===== src/hw/rtl/rau_pkg.sv =====
// Shared constants and types for the rational arithmetic unit.
// Used by the controller, datapath and top level; depends on nothing.
package rau_pkg;

  localparam logic [1:0] ACT_ADD = 2'd0;
  localparam logic [1:0] ACT_SUB = 2'd1;
  localparam logic [1:0] ACT_MUL = 2'd2;
  localparam logic [1:0] ACT_DIV = 2'd3;

  // multiplier step: which cross product is formed
  localparam logic [1:0] MSTEP_P1 = 2'd0;
  localparam logic [1:0] MSTEP_P2 = 2'd1;
  localparam logic [1:0] MSTEP_P3 = 2'd2;

  // divider operand selection
  localparam logic [1:0] DSEL_GCD = 2'd0;
  localparam logic [1:0] DSEL_NUM = 2'd1;
  localparam logic [1:0] DSEL_DEN = 2'd2;

  localparam int RES_NUM_W = 33;
  localparam int RES_DEN_W = 32;

  typedef struct packed {
    logic       load;
    logic       mul_en;
    logic [1:0] mul_step;
    logic       comb;
    logic       gcd_load;
    logic       div_start;
    logic [1:0] div_sel;
    logic       out_load;
  } rau_cmd_t;

  typedef struct packed {
    logic nz;
    logic gy_zero;
    logic div_done;
    logic out_free;
  } rau_sts_t;

endpackage


===== src/hw/rtl/rau_if.sv =====
// Handshake interfaces for the operand and result channels.
// Depend on nothing; result widths follow the fixed output fields.
interface rau_in_if #(parameter int OPERAND_WIDTH = 16);
  logic                            valid;
  logic                            ready;
  logic [1:0]                      action;
  logic signed [OPERAND_WIDTH-1:0] a_num;
  logic [OPERAND_WIDTH-1:0]        a_den;
  logic signed [OPERAND_WIDTH-1:0] b_num;
  logic [OPERAND_WIDTH-1:0]        b_den;

  modport source (output valid, action, a_num, a_den, b_num, b_den, input ready);
  modport sink (input valid, action, a_num, a_den, b_num, b_den, output ready);
endinterface

interface rau_out_if;
  logic               valid;
  logic               ready;
  logic signed [32:0] res_num;
  logic [31:0]        res_den;
  logic               is_zero;
  logic               is_negative;
  logic               is_positive;

  modport source (output valid, res_num, res_den, is_zero, is_negative, is_positive,
                  input ready);
  modport sink (input valid, res_num, res_den, is_zero, is_negative, is_positive,
                output ready);
endinterface


===== src/hw/rtl/rau_div.sv =====
// Restoring unsigned divider, one quotient bit per cycle.
// Standalone; used by the datapath for remainders and exact quotients.
module rau_div #(
  parameter int N = 33
) (
  input  logic         clk,
  input  logic         rst_n,
  input  logic         start,
  input  logic [N-1:0] dividend,
  input  logic [N-1:0] divisor,
  output logic         done,
  output logic [N-1:0] quo,
  output logic [N-1:0] rem
);
  localparam int CW = $clog2(N + 1);

  logic [CW-1:0] cnt_r;
  logic          done_r;
  logic [N-1:0]  rem_r, rem_nxt;
  logic [N-1:0]  quo_r, quo_nxt;
  logic [N-1:0]  dsr_r;
  logic [N:0]    trial;
  logic [N:0]    diff;

  always_comb begin
    trial = {rem_r, quo_r[N-1]};
    diff  = trial - {1'b0, dsr_r};
    if (!diff[N]) begin
      rem_nxt = diff[N-1:0];
      quo_nxt = {quo_r[N-2:0], 1'b1};
    end else begin
      rem_nxt = trial[N-1:0];
      quo_nxt = {quo_r[N-2:0], 1'b0};
    end
  end

  always_ff @(posedge clk) begin
    if (!rst_n) begin
      cnt_r  <= '0;
      done_r <= 1'b0;
    end else begin
      done_r <= (cnt_r == CW'(1));
      if (start) begin
        cnt_r <= CW'(N);
      end else if (cnt_r != '0) begin
        cnt_r <= cnt_r - CW'(1);
      end
    end
  end

  always_ff @(posedge clk) begin
    if (start) begin
      rem_r <= '0;
      quo_r <= dividend;
      dsr_r <= divisor;
    end else if (cnt_r != '0) begin
      rem_r <= rem_nxt;
      quo_r <= quo_nxt;
    end
  end

  assign done = done_r;
  assign quo  = quo_r;
  assign rem  = rem_r;
endmodule


===== src/hw/rtl/rau_ctrl.sv =====
// Sequencer for the rational arithmetic unit.
// Depends on rau_pkg for the command and status structs.
module rau_ctrl (
  input  logic              clk,
  input  logic              rst_n,
  input  logic              in_valid,
  output logic              in_ready,
  input  rau_pkg::rau_sts_t sts,
  output rau_pkg::rau_cmd_t cmd
);
  localparam logic [3:0] S_IDLE = 4'd0;
  localparam logic [3:0] S_MUL0 = 4'd1;
  localparam logic [3:0] S_MUL1 = 4'd2;
  localparam logic [3:0] S_MUL2 = 4'd3;
  localparam logic [3:0] S_COMB = 4'd4;
  localparam logic [3:0] S_CHK  = 4'd5;
  localparam logic [3:0] S_GCD  = 4'd6;
  localparam logic [3:0] S_GWT  = 4'd7;
  localparam logic [3:0] S_QNUM = 4'd8;
  localparam logic [3:0] S_QNWT = 4'd9;
  localparam logic [3:0] S_QDEN = 4'd10;
  localparam logic [3:0] S_QDWT = 4'd11;
  localparam logic [3:0] S_OUT  = 4'd12;

  logic [3:0] state_r, state_nxt;

  always_comb begin
    state_nxt    = state_r;
    cmd          = '0;
    cmd.mul_step = rau_pkg::MSTEP_P1;
    cmd.div_sel  = rau_pkg::DSEL_GCD;
    in_ready     = 1'b0;
    case (state_r)
      S_IDLE: begin
        in_ready = 1'b1;
        if (in_valid) begin
          cmd.load  = 1'b1;
          state_nxt = S_MUL0;
        end
      end
      S_MUL0: begin
        cmd.mul_en   = 1'b1;
        cmd.mul_step = rau_pkg::MSTEP_P1;
        state_nxt    = S_MUL1;
      end
      S_MUL1: begin
        cmd.mul_en   = 1'b1;
        cmd.mul_step = rau_pkg::MSTEP_P2;
        state_nxt    = S_MUL2;
      end
      S_MUL2: begin
        cmd.mul_en   = 1'b1;
        cmd.mul_step = rau_pkg::MSTEP_P3;
        state_nxt    = S_COMB;
      end
      S_COMB: begin
        cmd.comb  = 1'b1;
        state_nxt = S_CHK;
      end
      S_CHK: begin
        // a zero part leaves the fraction unreduced
        if (sts.nz) begin
          cmd.gcd_load = 1'b1;
          state_nxt    = S_GCD;
        end else begin
          state_nxt = S_OUT;
        end
      end
      S_GCD: begin
        if (sts.gy_zero) begin
          state_nxt = S_QNUM;
        end else begin
          cmd.div_start = 1'b1;
          state_nxt     = S_GWT;
        end
      end
      S_GWT: begin
        if (sts.div_done) state_nxt = S_GCD;
      end
      S_QNUM: begin
        cmd.div_start = 1'b1;
        cmd.div_sel   = rau_pkg::DSEL_NUM;
        state_nxt     = S_QNWT;
      end
      S_QNWT: begin
        cmd.div_sel = rau_pkg::DSEL_NUM;
        if (sts.div_done) state_nxt = S_QDEN;
      end
      S_QDEN: begin
        cmd.div_start = 1'b1;
        cmd.div_sel   = rau_pkg::DSEL_DEN;
        state_nxt     = S_QDWT;
      end
      S_QDWT: begin
        cmd.div_sel = rau_pkg::DSEL_DEN;
        if (sts.div_done) state_nxt = S_OUT;
      end
      S_OUT: begin
        // hold until the output register is free
        if (sts.out_free) begin
          cmd.out_load = 1'b1;
          state_nxt    = S_IDLE;
        end
      end
      default: state_nxt = S_IDLE;
    endcase
  end

  always_ff @(posedge clk) begin
    if (!rst_n) state_r <= S_IDLE;
    else        state_r <= state_nxt;
  end
endmodule


===== src/hw/rtl/rau_dp.sv =====
// Datapath: shared multiplier, cross-product combine, Euclid registers,
// divider and output register. Depends on rau_pkg and rau_div.
module rau_dp #(
  parameter int W = 16
) (
  input  logic                                  clk,
  input  logic                                  rst_n,
  input  rau_pkg::rau_cmd_t                     cmd,
  output rau_pkg::rau_sts_t                     sts,
  input  logic [1:0]                            action,
  input  logic signed [W-1:0]                   a_num,
  input  logic [W-1:0]                          a_den,
  input  logic signed [W-1:0]                   b_num,
  input  logic [W-1:0]                          b_den,
  output logic                                  out_valid,
  input  logic                                  out_ready,
  output logic signed [rau_pkg::RES_NUM_W-1:0]  res_num,
  output logic [rau_pkg::RES_DEN_W-1:0]         res_den,
  output logic                                  is_zero,
  output logic                                  is_negative,
  output logic                                  is_positive
);
  localparam int MW = W + 1;
  localparam int PW = 2 * MW;
  localparam int NW = (2 * W + 1 > 64) ? 64 : 2 * W + 1;

  logic [1:0]           act_r;
  logic signed [W-1:0]  an_r, bn_r;
  logic [W-1:0]         ad_r, bd_r;
  logic signed [MW-1:0] op_a, op_b;
  logic signed [PW-1:0] prod;
  logic signed [PW-1:0] p1_r, p2_r, p3_r;
  logic [NW-1:0]        p1n, p2n, p3n, num_c, den_c;
  logic                 neg_r;
  logic [NW-1:0]        mag_r, den_r, gx_r, gy_r;
  logic [NW-1:0]        dvd, dvs, quo, rem;
  logic                 div_done;
  logic signed [NW-1:0] num_o;
  logic                 out_valid_r;

  always_ff @(posedge clk) begin
    if (cmd.load) begin
      act_r <= action;
      an_r  <= a_num;
      ad_r  <= a_den;
      bn_r  <= b_num;
      bd_r  <= b_den;
    end
  end

  always_comb begin
    op_a = MW'(an_r);
    op_b = $signed({1'b0, bd_r});
    unique case (cmd.mul_step)
      rau_pkg::MSTEP_P1: begin
        op_a = MW'(an_r);
        op_b = (act_r == rau_pkg::ACT_MUL) ? MW'(bn_r) : $signed({1'b0, bd_r});
      end
      rau_pkg::MSTEP_P2: begin
        op_a = MW'(bn_r);
        op_b = $signed({1'b0, ad_r});
      end
      rau_pkg::MSTEP_P3: begin
        op_a = $signed({1'b0, ad_r});
        op_b = $signed({1'b0, bd_r});
      end
      default: begin
        op_a = '0;
        op_b = '0;
      end
    endcase
    prod = op_a * op_b;
  end

  always_ff @(posedge clk) begin
    if (cmd.mul_en) begin
      unique case (cmd.mul_step)
        rau_pkg::MSTEP_P1: p1_r <= prod;
        rau_pkg::MSTEP_P2: p2_r <= prod;
        default:           p3_r <= prod;
      endcase
    end
  end

  always_comb begin
    p1n = p1_r[NW-1:0];
    p2n = p2_r[NW-1:0];
    p3n = p3_r[NW-1:0];
    unique case (act_r)
      rau_pkg::ACT_ADD: begin
        num_c = p1n + p2n;
        den_c = p3n;
      end
      rau_pkg::ACT_SUB: begin
        num_c = p1n - p2n;
        den_c = p3n;
      end
      rau_pkg::ACT_MUL: begin
        num_c = p1n;
        den_c = p3n;
      end
      default: begin
        // move a negative denominator's sign onto the numerator
        num_c = p2_r[PW-1] ? NW'(0) - p1n : p1n;
        den_c = p2_r[PW-1] ? NW'(0) - p2n : p2n;
      end
    endcase
  end

  always_comb begin
    unique case (cmd.div_sel)
      rau_pkg::DSEL_GCD: begin
        dvd = gx_r;
        dvs = gy_r;
      end
      rau_pkg::DSEL_NUM: begin
        dvd = mag_r;
        dvs = gx_r;
      end
      default: begin
        dvd = den_r;
        dvs = gx_r;
      end
    endcase
  end

  rau_div #(.N(NW)) u_div (
    .clk      (clk),
    .rst_n    (rst_n),
    .start    (cmd.div_start),
    .dividend (dvd),
    .divisor  (dvs),
    .done     (div_done),
    .quo      (quo),
    .rem      (rem)
  );

  always_ff @(posedge clk) begin
    if (cmd.comb) begin
      neg_r <= num_c[NW-1];
      mag_r <= num_c[NW-1] ? NW'(0) - num_c : num_c;
      den_r <= den_c;
    end else if (cmd.gcd_load) begin
      gx_r <= den_r;
      gy_r <= mag_r;
    end else if (div_done) begin
      unique case (cmd.div_sel)
        rau_pkg::DSEL_GCD: begin
          gx_r <= gy_r;
          gy_r <= rem;
        end
        rau_pkg::DSEL_NUM: mag_r <= quo;
        default:           den_r <= quo;
      endcase
    end
  end

  assign num_o = neg_r ? $signed(NW'(0) - mag_r) : $signed(mag_r);

  always_ff @(posedge clk) begin
    if (cmd.out_load) begin
      res_num     <= rau_pkg::RES_NUM_W'(num_o);
      res_den     <= rau_pkg::RES_DEN_W'(den_r);
      is_zero     <= (mag_r == '0);
      is_negative <= neg_r;
      is_positive <= !neg_r && (mag_r != '0);
    end
  end

  always_ff @(posedge clk) begin
    if (!rst_n)            out_valid_r <= 1'b0;
    else if (cmd.out_load) out_valid_r <= 1'b1;
    else if (out_ready)    out_valid_r <= 1'b0;
  end

  assign out_valid    = out_valid_r;
  assign sts.nz       = (mag_r != '0) && (den_r != '0);
  assign sts.gy_zero  = (gy_r == '0);
  assign sts.div_done = div_done;
  assign sts.out_free = !out_valid_r || out_ready;
endmodule


===== src/hw/rtl/rational_arith_unit.sv =====
// Rational arithmetic unit: adds, subtracts, multiplies or divides two
// fractions and reduces the result by its greatest common divisor.
//
// Channels: in_ch carries action, a_num, a_den, b_num, b_den; out_ch carries
// res_num, res_den and the zero/negative/positive flags. A transaction moves
// on a rising edge with valid and ready both high.
// One operation is in flight at a time; in_ch.ready is high while idle.
// Sequence: three multiplier steps (one shared (W+1)x(W+1) multiplier), combine
// and check, then when both parts are non-zero a Euclid loop of k remainder
// steps and two exact quotients, each a start state plus a pass of the
// bit-serial divider of N = 2W+1 bits, at most 64. The output register is
// then loaded and the sequencer returns to idle before the next accept.
// The divider sets the rate.
// The result waits in an output register; a stalled receiver holds it and
// the unit finishes the next operation up to the point of loading it.
// Reset (synchronous, active low) returns the sequencer to idle and empties
// the output register.
module rational_arith_unit #(
  parameter int OPERAND_WIDTH = 16
) (
  input  logic      clk,
  input  logic      rst_n,
  rau_in_if.sink    in_ch,
  rau_out_if.source out_ch
);
  rau_pkg::rau_cmd_t cmd;
  rau_pkg::rau_sts_t sts;

  rau_ctrl u_ctrl (
    .clk      (clk),
    .rst_n    (rst_n),
    .in_valid (in_ch.valid),
    .in_ready (in_ch.ready),
    .sts      (sts),
    .cmd      (cmd)
  );

  rau_dp #(.W(OPERAND_WIDTH)) u_dp (
    .clk         (clk),
    .rst_n       (rst_n),
    .cmd         (cmd),
    .sts         (sts),
    .action      (in_ch.action),
    .a_num       (in_ch.a_num),
    .a_den       (in_ch.a_den),
    .b_num       (in_ch.b_num),
    .b_den       (in_ch.b_den),
    .out_valid   (out_ch.valid),
    .out_ready   (out_ch.ready),
    .res_num     (out_ch.res_num),
    .res_den     (out_ch.res_den),
    .is_zero     (out_ch.is_zero),
    .is_negative (out_ch.is_negative),
    .is_positive (out_ch.is_positive)
  );
endmodule


===== src/flat_wrapper.sv =====
// flat-port wrapper written by rule: the top's interface ports become plain ports
module rational_arith_unit_flat 
#(
  parameter int OPERAND_WIDTH = 16
)
  (clk, rst_n, in_ch_valid, in_ch_action, in_ch_a_num, in_ch_a_den, in_ch_b_num, in_ch_b_den, in_ch_ready, out_ch_valid, out_ch_res_num, out_ch_res_den, out_ch_is_zero, out_ch_is_negative, out_ch_is_positive, out_ch_ready);
  rau_in_if #(.OPERAND_WIDTH(OPERAND_WIDTH)) in_ch_i ();
  rau_out_if out_ch_i ();
  input  logic clk;
  input  logic rst_n;
  input wire logic [$bits(in_ch_i.valid)-1:0] in_ch_valid;
  input wire logic [$bits(in_ch_i.action)-1:0] in_ch_action;
  input wire logic [$bits(in_ch_i.a_num)-1:0] in_ch_a_num;
  input wire logic [$bits(in_ch_i.a_den)-1:0] in_ch_a_den;
  input wire logic [$bits(in_ch_i.b_num)-1:0] in_ch_b_num;
  input wire logic [$bits(in_ch_i.b_den)-1:0] in_ch_b_den;
  output wire logic [$bits(in_ch_i.ready)-1:0] in_ch_ready;
  output wire logic [$bits(out_ch_i.valid)-1:0] out_ch_valid;
  output wire logic [$bits(out_ch_i.res_num)-1:0] out_ch_res_num;
  output wire logic [$bits(out_ch_i.res_den)-1:0] out_ch_res_den;
  output wire logic [$bits(out_ch_i.is_zero)-1:0] out_ch_is_zero;
  output wire logic [$bits(out_ch_i.is_negative)-1:0] out_ch_is_negative;
  output wire logic [$bits(out_ch_i.is_positive)-1:0] out_ch_is_positive;
  input wire logic [$bits(out_ch_i.ready)-1:0] out_ch_ready;
  assign in_ch_i.valid = in_ch_valid;
  assign in_ch_i.action = in_ch_action;
  assign in_ch_i.a_num = in_ch_a_num;
  assign in_ch_i.a_den = in_ch_a_den;
  assign in_ch_i.b_num = in_ch_b_num;
  assign in_ch_i.b_den = in_ch_b_den;
  assign in_ch_ready = in_ch_i.ready;
  assign out_ch_valid = out_ch_i.valid;
  assign out_ch_res_num = out_ch_i.res_num;
  assign out_ch_res_den = out_ch_i.res_den;
  assign out_ch_is_zero = out_ch_i.is_zero;
  assign out_ch_is_negative = out_ch_i.is_negative;
  assign out_ch_is_positive = out_ch_i.is_positive;
  assign out_ch_i.ready = out_ch_ready;
  rational_arith_unit #(.OPERAND_WIDTH(OPERAND_WIDTH)) u_core (.clk(clk), .rst_n(rst_n), .in_ch(in_ch_i), .out_ch(out_ch_i));
endmodule

===== config.mk =====
export PLATFORM = sky130hd
export DESIGN_NAME = rational_arith_unit_flat
export DESIGN_NICKNAME = d
export VERILOG_FILES = /design/src/hw/rtl/rau_pkg.sv /design/src/hw/rtl/rau_if.sv /design/src/hw/rtl/rau_div.sv /design/src/hw/rtl/rau_ctrl.sv /design/src/hw/rtl/rau_dp.sv /design/src/hw/rtl/rational_arith_unit.sv /design/src/flat_wrapper.sv
export SDC_FILE = /design/constraint.sdc
export NUM_CORES = 2
export LEC_CHECK = 0
export BUFFER_PORTS_ARGS = -buffer_cell sky130_fd_sc_hd__buf_2
export CORE_MARGIN = 4
export CORE_UTILIZATION = 35
export DETAILED_ROUTE_END_ITERATION = 8
export HOLD_SLACK_MARGIN = 0.08
export PLACE_DENSITY = 0.49
export SLEW_MARGIN = 20
export SYNTH_ARGS = -nofsm -noshare
export SYNTH_HDL_FRONTEND = slang
export SYNTH_SLANG_ARGS = --single-unit
export TNS_END_PERCENT = 50

===== constraint.sdc =====
create_clock -name clk -period 16.97 [get_ports clk]
set_clock_uncertainty 0.2 [all_clocks]
set_input_delay 0 -clock clk [delete_from_list [all_inputs] [get_ports clk]]
set_output_delay 0 -clock clk [all_outputs]
set_load 0.05 [all_outputs]

======== Word level (Yosys, flattened, before mapping) ========
Index checks and enable logic that the tools add are counted.
storage, ports and cells
  bits in latches ......................... 0
  memory bits (writable) .................. 0
  memories ................................ 0
  register bits ........................... 478
  bits of input ports ..................... 70
  output and inout bits ................... 70
  ROM bits ................................ 0
  logic and storage cells ................. 150
operators by class
  reduce and logical (&&, ||, !) cells .... 35
  shift-type cells ........................ 0
  bitwise operators ....................... 3
  magnitude comparators ................... 0
  muxes and demuxes ....................... 52
  eq/ne operators ......................... 25
  add/sub/neg operators ................... 8
  divide/modulo/power cells ............... 0
  multipliers ............................. 1
operator list
  kind                                                                   number
  33-bit 2-to-1 mux                                                      22
  1-bit by 33-bit subtractor with 33-bit output, first input constant    4
  17-bit one-hot mux with 3 select lines                                 2
  33-bit one-hot mux with 3 select lines                                 1
  33-bit zero test                                                       2
  33-bit one-hot mux with 2 select lines                                 1
  33-bit nonzero test                                                    2
  4-bit one-hot mux with 13 select lines                                 1
  17-bit by 17-bit multiplier with 34-bit output                         1
  34-bit by 33-bit subtractor with 34-bit output                         1
  33-bit adder                                                           1
  33-bit subtractor                                                      1
  4-bit 2-to-1 mux                                                       7
  4-bit equality test, second input constant                             5
  17-bit 2-to-1 mux                                                      1
  4-bit by 3-bit equality test with 1-bit output, second input constant  4
  1-bit 2-to-1 mux                                                       12
  6-bit 2-to-1 mux                                                       2
  2-bit nonzero test                                                     6
  2-bit OR reduction                                                     6
  3-bit one-hot mux with 3 select lines                                  1
  3-bit AND reduction                                                    3
  4-bit by 2-bit equality test with 1-bit output, second input constant  2
  2-bit != test, second input constant                                   4
  other kinds (18)                                                       32

======== Logic depth before layout (Yosys ltp) ========
  word-level depth ........................ 9
  depth in mapped cells ................... 32

======== Cells and area by module ========
From an unflattened synthesis, not the netlist that was laid out.
second synthesis, totals
  cell total of the unflattened synthesis .. 3644
  area, all modules ....................... 37813.8 µm²
by module, submodules not included
  module    cells an instance  seq. area each (µm²)  area each (µm²)  instances
  rau_dp    2974               11040.6               31149.9          1
  rau_div   613                2782.7                6237.2           1
  rau_ctrl  57                 80.1                  426.7            1

======== Least setup slack after synthesis ========
OpenSTA, ideal clock, no wires.
  path kind ............................... register to register
  start ................................... reg u_core.u_ctrl.state_r[1]
  end ..................................... reg u_core.u_dp.p1_r[31] (data pin)
  library setup time ...................... 0.246 ns
  arrival ................................. 8.093 ns
  setup slack ............................. 8.430 ns
  required time ........................... 16.524 ns
  stages on the path, launching flop included .. 27
  cell sequence ........................... dfxtp_1 > clkbuf_1 > nand2_1 > nor2_1 > clkbuf_1 > a22o_1 > a21oi_1 > clkbuf_1 > nor2_1 > fa_1 > inv_1 > fa_1 > fa_1 > fa_1 > inv_1 > fa_1 > inv_1 > fa_1 > inv_1 > ha_1 > and3_1 > a2111oi_0 > a21oi_1 > a221o_1 > a211oi_1 > o21ai_0 > o311ai_0
on the way
  longest elaborated chain between the ends .. 5
RTL lines
  item                                                                                                              line             source
  start: declaration                                                                                                rau_ctrl.sv:25   logic [3:0] state_r, state_nxt;
  start signal: assignment                                                                                          rau_ctrl.sv:111  else state_r <= state_nxt;
  4-bit by 2-bit equality test with 1-bit output or 4-bit by 1-bit equality test with 1-bit output (tied branches)  rau_ctrl.sv:33   case (state_r)
  3-bit one-hot mux with 3 select lines (*)                                                                         rau_ctrl.sv:33
  2-bit equality test (tied with other cells)                                                                       rau_dp.sv:54     unique case (cmd.mul_step)
  17-bit one-hot mux with 3 select lines                                                                            rau_dp.sv:54
  17-bit by 17-bit multiplier with 34-bit output (*)                                                                rau_dp.sv:72     prod = op_a * op_b;
  named net u_core.u_dp.prod[31]                                                                                    rau_dp.sv:31     logic signed [PW-1:0] prod;
  end signal: assignment                                                                                            rau_dp.sv:78     rau_pkg::MSTEP_P1: p1_r <= prod;
  end: declaration                                                                                                  rau_dp.sv:32     logic signed [PW-1:0] p1_r, p2_r, p3_r;
Mark *: on every way through the listed nets, which the timed path passes. The rest lies on a longest branch.
A chain may end at the register's enable or synchronous reset.

======== Worst setup path after layout ========
  start ................................... reg u_core.u_ctrl.state_r[3]
  end ..................................... reg u_core.u_dp.p2_r[31] (data pin)
on the way
  longest elaborated chain between the ends .. 5
RTL lines
  item                                                                                                              line            source
  4-bit by 2-bit equality test with 1-bit output or 4-bit by 1-bit equality test with 1-bit output (tied branches)  rau_ctrl.sv:33
  3-bit one-hot mux with 3 select lines (*)                                                                         rau_ctrl.sv:33
  2-bit equality test (tied with other cells)                                                                       rau_dp.sv:54
  17-bit one-hot mux with 3 select lines                                                                            rau_dp.sv:54
  17-bit by 17-bit multiplier with 34-bit output (*)                                                                rau_dp.sv:72
  named net u_core.u_dp.prod[31]                                                                                    rau_dp.sv:31
  end signal: assignment                                                                                            rau_dp.sv:79    rau_pkg::MSTEP_P2: p2_r <= prod;
  end: declaration                                                                                                  rau_dp.sv:32
Marked as above.

==> results_dict.tcl <==
set metrics [dict create \
    max-slew-margin-rel_pct 23.3 \
    track_usage_pct 19.6 \
    fmax_ghz 0.105 \
    initial_core_util_pct 35.4 \
    cts_buffers 55 \
    row_count 119 \
    core_sq_um 106000 \
    antenna_left 0 \
    final-setup-viol-count 0 \
    path_clk_slew_ps 60 \
    drt_first_iter_violations 1964 \
    clkSinkCount 478 \
    drv_slew 0 \
    cap_violations 0 \
    rsz0062_at_grt "false" \
    cts_buffer_depth 3 \
    routed_wl_mm 110 \
    worstPathMaxFanout 49 \
    yosysSeqAreaShare_pct 37.1 \
    synth_fp_nets 4313 \
    io_pins 140 \
    fin_crit_sh_pct 56.2 \
    crit_type "reg2reg" \
    yosys_warnings 0 \
    ys_types 88 \
    grt_pass1_wl_mm 171 \
    grt_max_degree 87 \
    htree_levels 2 \
    status "finished clean" \
    grt_antenna_before_repair 1 \
    fp.dieW_um 335 \
    syn_area_sq_um 37400 \
    dp_hpwl_mm 83.6 \
    postCtsSetupBuffers 0 \
    die_y_um 335 \
    synth.avg_cell_area_sq_um 9.89 \
    arrival_ps 9640 \
    tns_ps 0 \
    synth_ff_type "edfxtp_1" \
    cpPeakStageDelay_ps 750 \
    synth-edff-count 433 \
    stdcell_count 5433 \
    synthCells 3787 \
    post-route-min-period_ps 9530 \
    portBuffers 139 \
    worst-slew-pin-transition_ps 1140 \
    drcViolationCount 0 \
    cp-end-kind "flip-flop" \
    worstSetupStartpointType "flip-flop" \
    vias 28000 \
    fin_util_pct 40.7 \
    cpMaxStageDelayCell "and2_2" \
    crit_top_cell "fa_1" \
    grt_pass1_vias 28800 \
    antenna_cells 0 \
    root_buffer "clkbuf_16" \
    area_delta_synth_final_pct 14.8 \
    stdcell_area_sq_um 43000 \
    die_area_sq_um 112000 \
    drive_above_1_share_pct 10.4 \
    clk_latency_ps 690 \
    finalNetCount 4521 \
    hold_viol 0 \
    vias_per_cell 5.16 \
    hp-class "reg2reg" \
    placed_area_sq_um 39700 \
    async_flop_share_pct 0 \
    gp_congestion 0.876 \
    ys_seq_elements 478 \
    placed_cells 5189 \
    wl_per_cell_um 20.2 \
    dr.pass1.iters 6 \
    cts_tree "done" \
    cp.required_ps 17080 \
    grt-ovfl-total 0 \
]
-- layer usage --
layer	part of all wire, %	GRT usage, %
met5	0.012	0
met3	4.2	2.61
met1	45	25.8
met2	48	34.0
met4	2.7	5.34
-- registers in the layout, summed over array words and instances, names as in the netlist, 16 cells and up --
register / flops
u_core.u_dp.p2_r: 34
u_core.u_dp.den_r: 33
u_core.u_dp.gx_r: 33
u_core.u_dp.gy_r: 33
u_core.u_dp.mag_r: 33
u_core.u_dp.p1_r: 33
u_core.u_dp.p3_r: 33
u_core.u_dp.res_num: 33
u_core.u_dp.u_div.dsr_r: 33
u_core.u_dp.u_div.quo: 33
u_core.u_dp.u_div.rem: 33
u_core.u_dp.res_den: 32
u_core.u_dp.ad_r: 16
u_core.u_dp.an_r: 16
u_core.u_dp.bd_r: 16
u_core.u_dp.bn_r: 16
-- placed cells by master (no fill, tap or decap), types with 11 or more instances in the layout --
master,synthesis,routed
buf_4,1,49
mux2_2,68,68
xor2_1,104,103
or4_1,12,12
and2_1,13,11
or2_2,19,19
a22o_1,12,12
a21o_1,56,56
ha_1,158,158
nand2_1,443,440
o21a_1,14,14
fa_1,298,298
a211oi_1,20,20
nor2b_1,27,25
nand4_1,24,24
o21bai_1,13,13
nor3_1,47,47
o21ai_1,11,11
edfxtp_1,433,433
buf_2,10,139
and3_1,24,24
o31ai_1,31,30
nand3_1,43,42
nor4_1,25,24
dfxtp_1,45,44
o21ai_0,217,217
a221oi_1,11,11
clkbuf_16,0,55
dlygate4sd3_1,0,140
inv_1,407,407
clkbuf_1,147,11
mux2i_1,65,65
nor2_1,376,374
a31oi_1,48,48
a21oi_1,208,207
nand2b_1,41,40
xnor2_1,111,110
or3_1,27,27
-- area by class of cell --
| class | count | area (sq um) |
|---|---|---|
| clock buffer | 75 | 1540 |
| clock inverter | 29 | 362 |
| fill | 10400 | 62700 |
| inverter | 407 | 1530 |
| multi-input combinational | 2725 | 21400 |
| sequential | 478 | 13900 |
| tap | 1391 | 1740 |
| timing repair buffer | 328 | 2460 |
-- logic make-up (layout without fill, tap and decap cells) --
kind of cell             Yosys count  count (layout)  share of synthesized area, %
AND/OR/NAND/NOR                 1179            1179                          14.5
AO/OA/AOI/OAI                    741             741                          12.3
buffers and inverters            584             839                          5.94
flip-flops                       478             478                          37.1
adder cells (fa/ha/maj)          456             456                          21.2
XOR/XNOR                         216             216                          5.07
multiplexers                     133             133                          3.78
-- path summary, 6_finish.rpt --
kind / from / to / slack (ps) / cells past startpoint
setup / recovery: u_core.u_ctrl.state_r[3] / u_core.u_dp.p2_r[31] / 7440 / 29
hold / removal: u_core.u_dp.u_div.rem[6] / u_core.u_dp.u_div.rem[7] / 310 / 2
setup reg to reg: u_core.u_ctrl.state_r[3] / u_core.u_dp.p2_r[31] / 7440 / 29
hold reg to reg: u_core.u_dp.u_div.rem[6] / u_core.u_dp.u_div.rem[7] / 310 / 2
-- critical path: cells and delay by family, from the launching register on --
kind / cells / cell delay, ps
adder cells (fa/ha/maj): 7 / 3250
AO/OA/AOI/OAI: 8 / 2700
AND/OR/NAND/NOR: 7 / 1790
buffers and inverters: 7 / 800
flip-flops: 1 / 440
-- cells in the mapped netlist (7+ instances only) --
cell | count | area share (%)
nor4_1 | 25 | 0.42
or3_1 | 27 | 0.45
a21o_1 | 56 | 1.1
a21boi_0 | 10 | 0.20
dfxtp_1 | 45 | 2.4
a221oi_1 | 11 | 0.26
xnor2_1 | 111 | 2.6
and3_1 | 24 | 0.40
or4_1 | 12 | 0.24
a311oi_1 | 7 | 0.16
nand2b_1 | 41 | 0.69
a211oi_1 | 20 | 0.40
nor2b_1 | 27 | 0.45
or2_2 | 19 | 0.32
o21ai_1 | 11 | 0.15
a211o_1 | 8 | 0.19
nand2_1 | 443 | 4.4
and2_1 | 13 | 0.22
edfxtp_1 | 433 | 35
a21oi_1 | 208 | 2.8
buf_1 | 17 | 0.17
o31ai_1 | 31 | 0.62
nand3b_1 | 8 | 0.16
mux2i_1 | 65 | 1.7
a31oi_1 | 48 | 0.80
inv_1 | 407 | 4.1
nand4_1 | 24 | 0.40
a22o_1 | 12 | 0.28
nor2_1 | 376 | 3.8
xor2_1 | 104 | 2.4
nand3_1 | 43 | 0.57
ha_1 | 158 | 5.3
o21ai_0 | 217 | 2.9
fa_1 | 298 | 16
clkbuf_1 | 147 | 1.5
o211ai_1 | 10 | 0.20
nor3_1 | 47 | 0.63
buf_2 | 10 | 0.13
nor3b_1 | 8 | 0.16
o21a_1 | 14 | 0.28
mux2_2 | 68 | 2.0
o21bai_1 | 13 | 0.26
-- per-stage QoR --
step | hold WS [ps] | setup slack, ps
floorplan | -101 | 8430
global placement | -22.7 | 7730
detailed placement | -21.9 | 7530
CTS | 279 | 7410
global route | 328 | 6620
finish | 307 | 7440
-- repair_timing --
action | CTS | global route
hold endpoints to repair | 100 | 0
hold buffers | 140 | 0
gates resized for setup | 0 | 0
Power is left out: the tool's default activity adds up to more than one toggle a clock period on the data nets, which glitch-free logic cannot reach.
